[src/hw/rtl/pais_pkg.sv]
// ============================================================================
// pais_pkg: shared types and constants for the packed array core
// Holds the operation and status codes, the sequencer state type and the
// fixed port widths used by the packed array insert/search/delete core.
// ============================================================================
`default_nettype none

package pais_pkg;

    // Fixed field widths of the command and result words.
    localparam int FUNC_W = 2;
    localparam int KEY_W  = 32;
    localparam int POS_W  = 4;
    localparam int IDX_W  = 4;
    localparam int CNT_W  = 4;
    localparam int STAT_W = 3;

    // Default number of array entries.
    localparam int DEFAULT_CAPACITY = 8;

    // Operation codes.
    localparam logic [FUNC_W-1:0] FUNC_INSERT = 2'd0;
    localparam logic [FUNC_W-1:0] FUNC_SEARCH = 2'd1;
    localparam logic [FUNC_W-1:0] FUNC_DELETE = 2'd2;

    // Status codes.
    localparam logic [STAT_W-1:0] STAT_OK       = 3'd0;
    localparam logic [STAT_W-1:0] STAT_FULL     = 3'd1;
    localparam logic [STAT_W-1:0] STAT_NOTFOUND = 3'd2;
    localparam logic [STAT_W-1:0] STAT_BADPOS   = 3'd3;
    localparam logic [STAT_W-1:0] STAT_EMPTY    = 3'd4;

    // Index reported when nothing was written, found or removed.
    localparam logic [IDX_W-1:0] NO_INDEX = 4'hF;

    // Sequencer states.
    typedef enum logic [2:0] {
        S_IDLE,
        S_SCAN,
        S_SHIFT_UP,
        S_PUT,
        S_SHIFT_DN
    } t_state;

endpackage

`default_nettype wire

[src/hw/rtl/pais_mem.sv]
// ============================================================================
// pais_mem: entry storage
// Simple dual-port synchronous RAM, one write and one read port, with the
// read data registered.
// ============================================================================
`default_nettype none

module pais_mem #(
    parameter int DEPTH = pais_pkg::DEFAULT_CAPACITY,
    parameter int WIDTH = pais_pkg::KEY_W,
    parameter int AW    = $clog2(DEPTH)
) (
    input  wire logic             i_clk,
    input  wire logic             i_we,
    input  wire logic [AW-1:0]    i_waddr,
    input  wire logic [WIDTH-1:0] i_wdata,
    input  wire logic             i_re,
    input  wire logic [AW-1:0]    i_raddr,
    output logic      [WIDTH-1:0] o_rdata
);

    logic [WIDTH-1:0] r_mem [DEPTH];

    // Write port.
    always_ff @(posedge i_clk) begin
        if (i_we) begin
            r_mem[i_waddr] <= i_wdata;
        end
    end

    // Registered read port.
    always_ff @(posedge i_clk) begin
        if (i_re) begin
            o_rdata <= r_mem[i_raddr];
        end
    end

endmodule

`default_nettype wire

[src/hw/rtl/packed_array_insert_search_delete_core.sv]
// A word taken on start gives one result strobe when it finishes; rejected or
//   non-shifting words finish from the idle state, while shifts and scans take an issue
//   step and then one step per entry touched (plus one step for the final insert write).
// One word at a time: scans and shifts hold busy until the strobe cycle, which takes start again.
// The single RAM port pair (one read, one write per cycle) sets the per-entry cost.
// Reset is synchronous: count and control clear, array contents are kept and are not cleared.
// ============================================================================
// packed_array_insert_search_delete_core: packed array with insert/search/delete
// A sequencer walks the entry RAM one entry per cycle to scan for a key or to
// shift entries up (insert) or down (delete) and reports one result per word.
// ============================================================================
`default_nettype none

module packed_array_insert_search_delete_core #(
    parameter int CAPACITY = pais_pkg::DEFAULT_CAPACITY
) (
    input  wire logic                                i_clk,
    input  wire logic                                i_rst_n,
    input  wire logic                                start,
    output logic                                     busy,
    input  wire logic        [pais_pkg::FUNC_W-1:0]  i_func,
    input  wire logic signed [pais_pkg::KEY_W-1:0]   i_key,
    input  wire logic        [pais_pkg::POS_W-1:0]   i_pos,
    output logic                                     o_valid,
    output logic signed      [pais_pkg::IDX_W-1:0]   o_found_index,
    output logic             [pais_pkg::CNT_W-1:0]   o_new_count,
    output logic             [pais_pkg::STAT_W-1:0]  o_status
);

    localparam int AW = $clog2(CAPACITY);
    localparam int CW = $clog2(CAPACITY + 1);
    localparam logic [CW-1:0] CAP_C = CW'(CAPACITY);

    // Converts an entry address to the reported index width.
    function automatic logic [pais_pkg::IDX_W-1:0] idx_out(input logic [AW-1:0] a);
        logic [31:0] w;
        w = 32'(a);
        return w[pais_pkg::IDX_W-1:0];
    endfunction

    pais_pkg::t_state r_state, n_state;

    logic [pais_pkg::FUNC_W-1:0] r_func, n_func;
    logic [pais_pkg::KEY_W-1:0]  r_key, n_key;
    logic [AW-1:0]               r_slot, n_slot;
    logic [AW-1:0]               r_pend_addr, n_pend_addr;
    logic [AW-1:0]               r_idx, n_idx;
    logic [CW-1:0]               r_count, n_count;
    logic                        r_valid, n_valid;
    logic [pais_pkg::IDX_W-1:0]  r_found, n_found;
    logic [pais_pkg::STAT_W-1:0] r_status, n_status;

    logic                        mem_we, mem_re;
    logic [AW-1:0]               mem_waddr, mem_raddr;
    logic [pais_pkg::KEY_W-1:0]  mem_wdata, mem_rdata;

    logic        accept;
    logic [31:0] pos32, cnt32, pos_m1, cnt_m1;
    logic [AW-1:0] slot_in, top_addr;
    logic        is_full, is_empty, bad_pos, at_end;
    logic        hit, last;

    // Entry storage.
    pais_mem #(
        .DEPTH (CAPACITY),
        .WIDTH (pais_pkg::KEY_W),
        .AW    (AW)
    ) u_mem (
        .i_clk   (i_clk),
        .i_we    (mem_we),
        .i_waddr (mem_waddr),
        .i_wdata (mem_wdata),
        .i_re    (mem_re),
        .i_raddr (mem_raddr),
        .o_rdata (mem_rdata)
    );

    // Decode of the incoming word and the scan conditions.
    always_comb begin
        accept   = start && !busy;
        pos32    = 32'(i_pos);
        cnt32    = 32'(r_count);
        pos_m1   = pos32 - 32'd1;
        cnt_m1   = cnt32 - 32'd1;
        slot_in  = pos_m1[AW-1:0];
        top_addr = cnt_m1[AW-1:0];
        is_full  = (r_count == CAP_C);
        is_empty = (r_count == '0);
        bad_pos  = (pos32 == 32'd0) || (pos32 > cnt32 + 32'd1);
        at_end   = (pos32 == cnt32 + 32'd1);
        hit      = (mem_rdata == r_key);
        last     = (32'(r_pend_addr) == cnt_m1);
    end

    // Next state.
    always_comb begin
        n_state = r_state;
        unique case (r_state)
            pais_pkg::S_IDLE: begin
                if (accept) begin
                    if (i_func == pais_pkg::FUNC_INSERT) begin
                        if (!is_full && !bad_pos && !at_end) begin
                            n_state = pais_pkg::S_SHIFT_UP;
                        end
                    end else if (i_func == pais_pkg::FUNC_SEARCH ||
                                 i_func == pais_pkg::FUNC_DELETE) begin
                        if (!is_empty) begin
                            n_state = pais_pkg::S_SCAN;
                        end
                    end
                end
            end
            pais_pkg::S_SCAN: begin
                if (hit) begin
                    if (r_func == pais_pkg::FUNC_DELETE && !last) begin
                        n_state = pais_pkg::S_SHIFT_DN;
                    end else begin
                        n_state = pais_pkg::S_IDLE;
                    end
                end else if (last) begin
                    n_state = pais_pkg::S_IDLE;
                end
            end
            pais_pkg::S_SHIFT_UP: begin
                if (r_pend_addr == r_slot) begin
                    n_state = pais_pkg::S_PUT;
                end
            end
            pais_pkg::S_PUT: begin
                n_state = pais_pkg::S_IDLE;
            end
            pais_pkg::S_SHIFT_DN: begin
                if (last) begin
                    n_state = pais_pkg::S_IDLE;
                end
            end
            default: begin
                n_state = pais_pkg::S_IDLE;
            end
        endcase
    end

    // Memory accesses and result values. The write and the read in one cycle
    // always hit different entries (two apart while shifting), and the last
    // write of a word lands before the next word can issue a read.
    always_comb begin
        mem_we      = 1'b0;
        mem_waddr   = r_pend_addr;
        mem_wdata   = mem_rdata;
        mem_re      = 1'b0;
        mem_raddr   = r_pend_addr;
        n_func      = r_func;
        n_key       = r_key;
        n_slot      = r_slot;
        n_pend_addr = r_pend_addr;
        n_idx       = r_idx;
        n_count     = r_count;
        n_valid     = 1'b0;
        n_found     = r_found;
        n_status    = r_status;
        unique case (r_state)
            pais_pkg::S_IDLE: begin
                if (accept) begin
                    n_func   = i_func;
                    n_key    = i_key;
                    n_slot   = slot_in;
                    n_found  = pais_pkg::NO_INDEX;
                    n_status = pais_pkg::STAT_OK;
                    if (i_func == pais_pkg::FUNC_INSERT) begin
                        if (is_full) begin
                            n_valid  = 1'b1;
                            n_status = pais_pkg::STAT_FULL;
                        end else if (bad_pos) begin
                            n_valid  = 1'b1;
                            n_status = pais_pkg::STAT_BADPOS;
                        end else if (at_end) begin
                            // Append: nothing to shift.
                            mem_we    = 1'b1;
                            mem_waddr = slot_in;
                            mem_wdata = i_key;
                            n_count   = r_count + CW'(1);
                            n_found   = idx_out(slot_in);
                            n_valid   = 1'b1;
                        end else begin
                            mem_re      = 1'b1;
                            mem_raddr   = top_addr;
                            n_pend_addr = top_addr;
                        end
                    end else if (i_func == pais_pkg::FUNC_SEARCH ||
                                 i_func == pais_pkg::FUNC_DELETE) begin
                        if (is_empty) begin
                            n_valid  = 1'b1;
                            n_status = (i_func == pais_pkg::FUNC_DELETE) ?
                                       pais_pkg::STAT_EMPTY : pais_pkg::STAT_NOTFOUND;
                        end else begin
                            mem_re      = 1'b1;
                            mem_raddr   = '0;
                            n_pend_addr = '0;
                        end
                    end else begin
                        // Unused code: report without touching the array.
                        n_valid = 1'b1;
                    end
                end
            end
            pais_pkg::S_SCAN: begin
                if (hit) begin
                    n_idx = r_pend_addr;
                    if (r_func == pais_pkg::FUNC_DELETE && !last) begin
                        mem_re      = 1'b1;
                        mem_raddr   = r_pend_addr + AW'(1);
                        n_pend_addr = r_pend_addr + AW'(1);
                    end else begin
                        n_valid = 1'b1;
                        n_found = idx_out(r_pend_addr);
                        if (r_func == pais_pkg::FUNC_DELETE) begin
                            n_count = r_count - CW'(1);
                        end
                    end
                end else if (last) begin
                    n_valid  = 1'b1;
                    n_status = pais_pkg::STAT_NOTFOUND;
                end else begin
                    mem_re      = 1'b1;
                    mem_raddr   = r_pend_addr + AW'(1);
                    n_pend_addr = r_pend_addr + AW'(1);
                end
            end
            pais_pkg::S_SHIFT_UP: begin
                // Move the entry just read one place up.
                mem_we    = 1'b1;
                mem_waddr = r_pend_addr + AW'(1);
                if (r_pend_addr != r_slot) begin
                    mem_re      = 1'b1;
                    mem_raddr   = r_pend_addr - AW'(1);
                    n_pend_addr = r_pend_addr - AW'(1);
                end
            end
            pais_pkg::S_PUT: begin
                mem_we    = 1'b1;
                mem_waddr = r_slot;
                mem_wdata = r_key;
                n_count   = r_count + CW'(1);
                n_found   = idx_out(r_slot);
                n_valid   = 1'b1;
            end
            pais_pkg::S_SHIFT_DN: begin
                // Move the entry just read one place down.
                mem_we    = 1'b1;
                mem_waddr = r_pend_addr - AW'(1);
                if (last) begin
                    n_count = r_count - CW'(1);
                    n_found = idx_out(r_idx);
                    n_valid = 1'b1;
                end else begin
                    mem_re      = 1'b1;
                    mem_raddr   = r_pend_addr + AW'(1);
                    n_pend_addr = r_pend_addr + AW'(1);
                end
            end
            default: begin
                n_valid = 1'b0;
            end
        endcase
    end

    // Control registers.
    always_ff @(posedge i_clk) begin
        if (!i_rst_n) begin
            r_state <= pais_pkg::S_IDLE;
            r_count <= '0;
            r_valid <= 1'b0;
        end else begin
            r_state <= n_state;
            r_count <= n_count;
            r_valid <= n_valid;
        end
    end

    // Payload registers.
    always_ff @(posedge i_clk) begin
        r_func      <= n_func;
        r_key       <= n_key;
        r_slot      <= n_slot;
        r_pend_addr <= n_pend_addr;
        r_idx       <= n_idx;
        r_found     <= n_found;
        r_status    <= n_status;
    end

    // Output drive.
    always_comb begin
        busy          = (r_state != pais_pkg::S_IDLE);
        o_valid       = r_valid;
        o_found_index = r_found;
        o_new_count   = cnt32[pais_pkg::CNT_W-1:0];
        o_status      = r_status;
    end

`ifndef ASSERT_OFF
    // A result is only shown once the sequencer is free again.
    a_valid_idle: assert property (@(posedge i_clk) disable iff (!i_rst_n)
        o_valid |-> !busy)
        else $error("result strobe while busy");

    // Every accepted word either finishes at once or keeps the core busy.
    a_accept_progress: assert property (@(posedge i_clk) disable iff (!i_rst_n)
        (start && !busy) |=> (o_valid || busy))
        else $error("accepted word neither finished nor in progress");

    // The entry count never passes the capacity.
    a_count_bound: assert property (@(posedge i_clk) disable iff (!i_rst_n)
        r_count <= CAP_C)
        else $error("entry count above capacity");

    // The count only changes together with a reported result.
    a_count_change: assert property (@(posedge i_clk) disable iff (!i_rst_n)
        $past(i_rst_n) && (r_count != $past(r_count)) |-> o_valid)
        else $error("entry count changed without a result");
`endif

endmodule

`default_nettype wire

[config.mk]
export PLATFORM = sky130hd
export DESIGN_NAME = packed_array_insert_search_delete_core
export DESIGN_NICKNAME = d
export VERILOG_FILES = /design/src/hw/rtl/pais_pkg.sv /design/src/hw/rtl/pais_mem.sv /design/src/hw/rtl/packed_array_insert_search_delete_core.sv
export SDC_FILE = /design/constraint.sdc
export NUM_CORES = 1
export LEC_CHECK = 0
export ABC_AREA = 1
export BUFFER_PORTS_ARGS = -buffer_cell sky130_fd_sc_hd__buf_2
export CAP_MARGIN = 25
export CORE_MARGIN = 5
export CORE_UTILIZATION = 50
export DETAILED_ROUTE_END_ITERATION = 16
export PLACE_DENSITY = 0.66
export SYNTH_ARGS = -nofsm -noshare
export SYNTH_HDL_FRONTEND = slang
export SYNTH_SLANG_ARGS = --single-unit
export TNS_END_PERCENT = 100
[constraint.sdc]
create_clock -name i_clk -period 5.25 [get_ports i_clk]
set_input_delay 1.05 -clock i_clk [delete_from_list [all_inputs] [get_ports i_clk]]
set_output_delay 1.05 -clock i_clk [all_outputs]
set_load 0.05 [all_outputs]
==> results_dict.tcl <==
set metrics [dict create \
    crit_path_end_kind "register" \
    synth-xor-area-share 0.0129 \
    first_pass_iters 6 \
    area_growth_pct 11.8 \
    syn_inst 1442 \
    initial_core_util 0.508 \
    synth_nets 1498 \
    grt_max_degree 78 \
    drive_gt1_frac 0.107 \
    cap_violations 0 \
    hold_viol_final 0 \
    r2r_cells 14 \
    gp_congestion 0.881 \
    relSlewSlack 0.387 \
    rsz0062_at_grt "false" \
    routed-via-count 11100 \
    critPathRequiredTime_ps 5460 \
    timing.final.ws_setup_ps 1070 \
    placed_area_um2 16300 \
    overflow 0 \
    cts_buffers 37 \
    worstReg2RegStart "o_new_count[0]" \
    max_freq_mhz 239 \
    critPathKind "reg -> reg" \
    cts_max_path_buffers 3 \
    cp-start-kind "register" \
    cts_hold_buf 0 \
    route.met2.wl_um 18400 \
    final.setup.tns_ps 0 \
    clock-skew-final_ps 22.6 \
    status "finished, final reports clean" \
    cts.clk_slew.worst_paths_ps 60 \
    power.ir.vdd_worst_v 0.000296 \
    fin_area_um2 17500 \
    worst_pin_slew_ps 919 \
    regToRegEndpoint "u_mem.r_mem[6][11]" \
    layout_min_cycle_time_ps 4180 \
    synthAdderAreaFrac 0.0125 \
    hold_end "o_new_count[3]" \
    synth_mux_area_frac 0 \
    viasPerCell 5.80 \
    highest-signal-layer "met4" \
    synth_compound_area_frac 0.0407 \
    die_y_um 187 \
    fp.dieW_um 187 \
    whs_ps 554 \
    antenna_cells 0 \
    nFillCells 2592 \
    powerDensity_nw_per_um2 527 \
    m1WireLength_um 16400 \
    post_cts_resize_count 0 \
    r2r_slack_ps 1070 \
    critPathArrivalTime_ps 4390 \
    maxSlewViolCount 0 \
    synth_top_family_by_area "simple AND/OR/NAND/NOR gates" \
    setup_viol 0 \
    first_global_vias 10700 \
    min_path_cells 1 \
    core_um2 30700 \
    wl_met3_um 3280 \
    dieArea_um2 34900 \
    wl_per_cell_um 20.5 \
    avgSynthCellArea_um2 10.8 \
    grt_use_total 0.220 \
    yosysWarnings 0 \
    clock_sinks 346 \
    io_buffers 53 \
    antenna_found_initial 0 \
    drt-total-wl_um 39000 \
    clkLatencyLatePin_ps 530 \
    ios 54 \
    final_net_count 1541 \
    synth_simple_gate_area_frac 0.220 \
    power.leakage_nw 6.62 \
    cts_tree "built" \
    root_buffer "clkbuf_16" \
    finalCritPeriodShare 0.796 \
    drc_errors 0 \
    yosysSeqAreaShare 0.658 \
    syn-cell-area_um2 15600 \
    h-tree-depth 2 \
    min-delay-start "o_new_count[3]" \
    synth_cell_types 37 \
    ys_seq_elements 346 \
    drt_iter0_markers 1064 \
    grt_pass1_wl_um 60800 \
    hpwl_um 23200 \
    path_max_fanout 18 \
    postCtsSetupBuffers 0 \
    rows 64 \
    ant_nets 0 \
    hp-class "reg -> reg" \
    pre_cts_slack_ps 785 \
]
-- worst max-delay path: stages, from the launching register on --
cell,delay (ps)
dfxtp_1,460
inv_2,130
ha_1,330
inv_1,80
ha_1,300
nand2_1,60
nor2_1,130
nand2_1,80
nor2_1,180
nand2_1,390
buf_4,350
o211ai_1,270
nand3_1,250
nor2_4,580
buf_12,270
-- report_power, final --
| part | switching, mW | internal, mW |
|---|---|---|
| clock network | 1.02 | 1.52 |
| registers | 0.120 | 3.57 |
| logic | 2.14 | 0.828 |
| total | 3.28 | 5.92 |
-- placed cells by master (no fill, tap or decap), types with 2 or more instances in the layout --
master,Yosys,layout
nand3_1,341,341
a211oi_1,2,2
a221oi_1,3,3
nor3_1,3,3
buf_2,34,53
o21ai_0,27,27
dfxtp_1,11,11
o21bai_1,2,2
a21oi_1,19,19
inv_1,94,94
o211ai_1,18,18
clkinv_2,0,4
nor2_4,2,12
clkinv_1,0,9
clkbuf_16,0,38
ha_1,14,14
o221ai_1,20,20
nand3b_1,2,2
nand2_4,0,2
nand2_2,4,3
xor2_1,6,6
clkinvlp_4,0,2
buf_12,0,5
edfxtp_1,335,335
nand2_1,350,349
inv_2,11,11
nor2_1,66,57
xnor2_1,17,17
bufinv_16,0,4
buf_4,19,21
nor2_2,3,2
nand4_1,8,8
clkbuf_1,10,7
-- area by class of cell --
cell class | count | area (um^2) | share of cell area
Timing Repair Buffer | 79 | 523 | 0.0300
Clock inverter | 20 | 205 | 0.0118
Clock buffer | 45 | 977 | 0.0560
Sequential cell | 346 | 10300 | 0.589
Multi-Input combinational cell | 916 | 4580 | 0.263
Inverter | 105 | 394 | 0.0226
Tap cell | 396 | 495 | 0.0284
-- registers in the layout, summed over array words and instances, names as in the netlist --
| register | cells |
|---|---|
| o_new_count | 4 |
| r_pend_addr | 3 |
| o_found_index | 4 |
| o_valid | 1 |
| r_func | 2 |
| r_slot | 3 |
| r_state | 3 |
| r_idx | 3 |
| r_key | 32 |
| o_status | 3 |
| u_mem.o_rdata | 32 |
| u_mem.r_mem | 256 |
-- synth_stat cells (all sizes together) --
library cell,number,area (um^2)
o311ai,1,8.76
o21bai,2,15.0
inv,105,394
o221ai,20,175
xor2,6,52.6
a21oi,20,104
o2111ai,1,8.76
a221oi,3,26.3
a211oi,2,15.0
nor2,71,289
fa,1,20.0
nand3b,2,15.0
dfxtp,11,220
o21ai,28,140
nand2,354,1340
ha,14,175
a22oi,1,7.51
nor4,1,6.26
edfxtp,335,10100
o211ai,18,135
nand4,8,50.1
clkbuf,10,37.5
buf,65,433
nand3,342,1720
nor3,4,25.0
xnor2,17,149
-- routing by layer --
metal / global-route usage / vias to the layer above
li1: - / 5180
met5: 0 / -
met4: 0.0640 / 0
met1: 0.302 / 5312
met2: 0.365 / 499
met3: 0.0374 / 70
-- cells by family (layout without fill, tap and decap cells) --
kind of cell	after synthesis	count (layout)
AO/OA/AOI/OAI	96	96
AND/OR/NAND/NOR	782	782
XOR/XNOR	23	23
flip-flops	346	346
adder cells (fa/ha/maj)	15	15
buffers and inverters	180	249
-- metrics by stage --
step	utilization	power [mW]	instances
final	0.568	9.20	1907
after global routing	0.568	9.71	1907
after CTS	0.568	9.23	1907
after detailed placement	0.529	6.71	1842
after global placement	0.529	6.63	1842
after floorplan	-	5.93	1442
-- how the worst max path moves through the flow --
stage                     slack, ps                 end      startpoint  cells after the start
after detailed placement        790   u_mem.r_mem[6][1]       i_func[0]                     11
after global routing            770  u_mem.r_mem[6][16]  o_new_count[0]                     14
after floorplan                 840   u_mem.r_mem[1][0]  o_new_count[0]                     15
after global placement          900   u_mem.r_mem[6][6]       i_func[0]                     11
after CTS                      1080  u_mem.r_mem[6][11]  o_new_count[0]                     14
final                          1070  u_mem.r_mem[6][11]  o_new_count[0]                     14
Power figures use the tool's default switching activity.
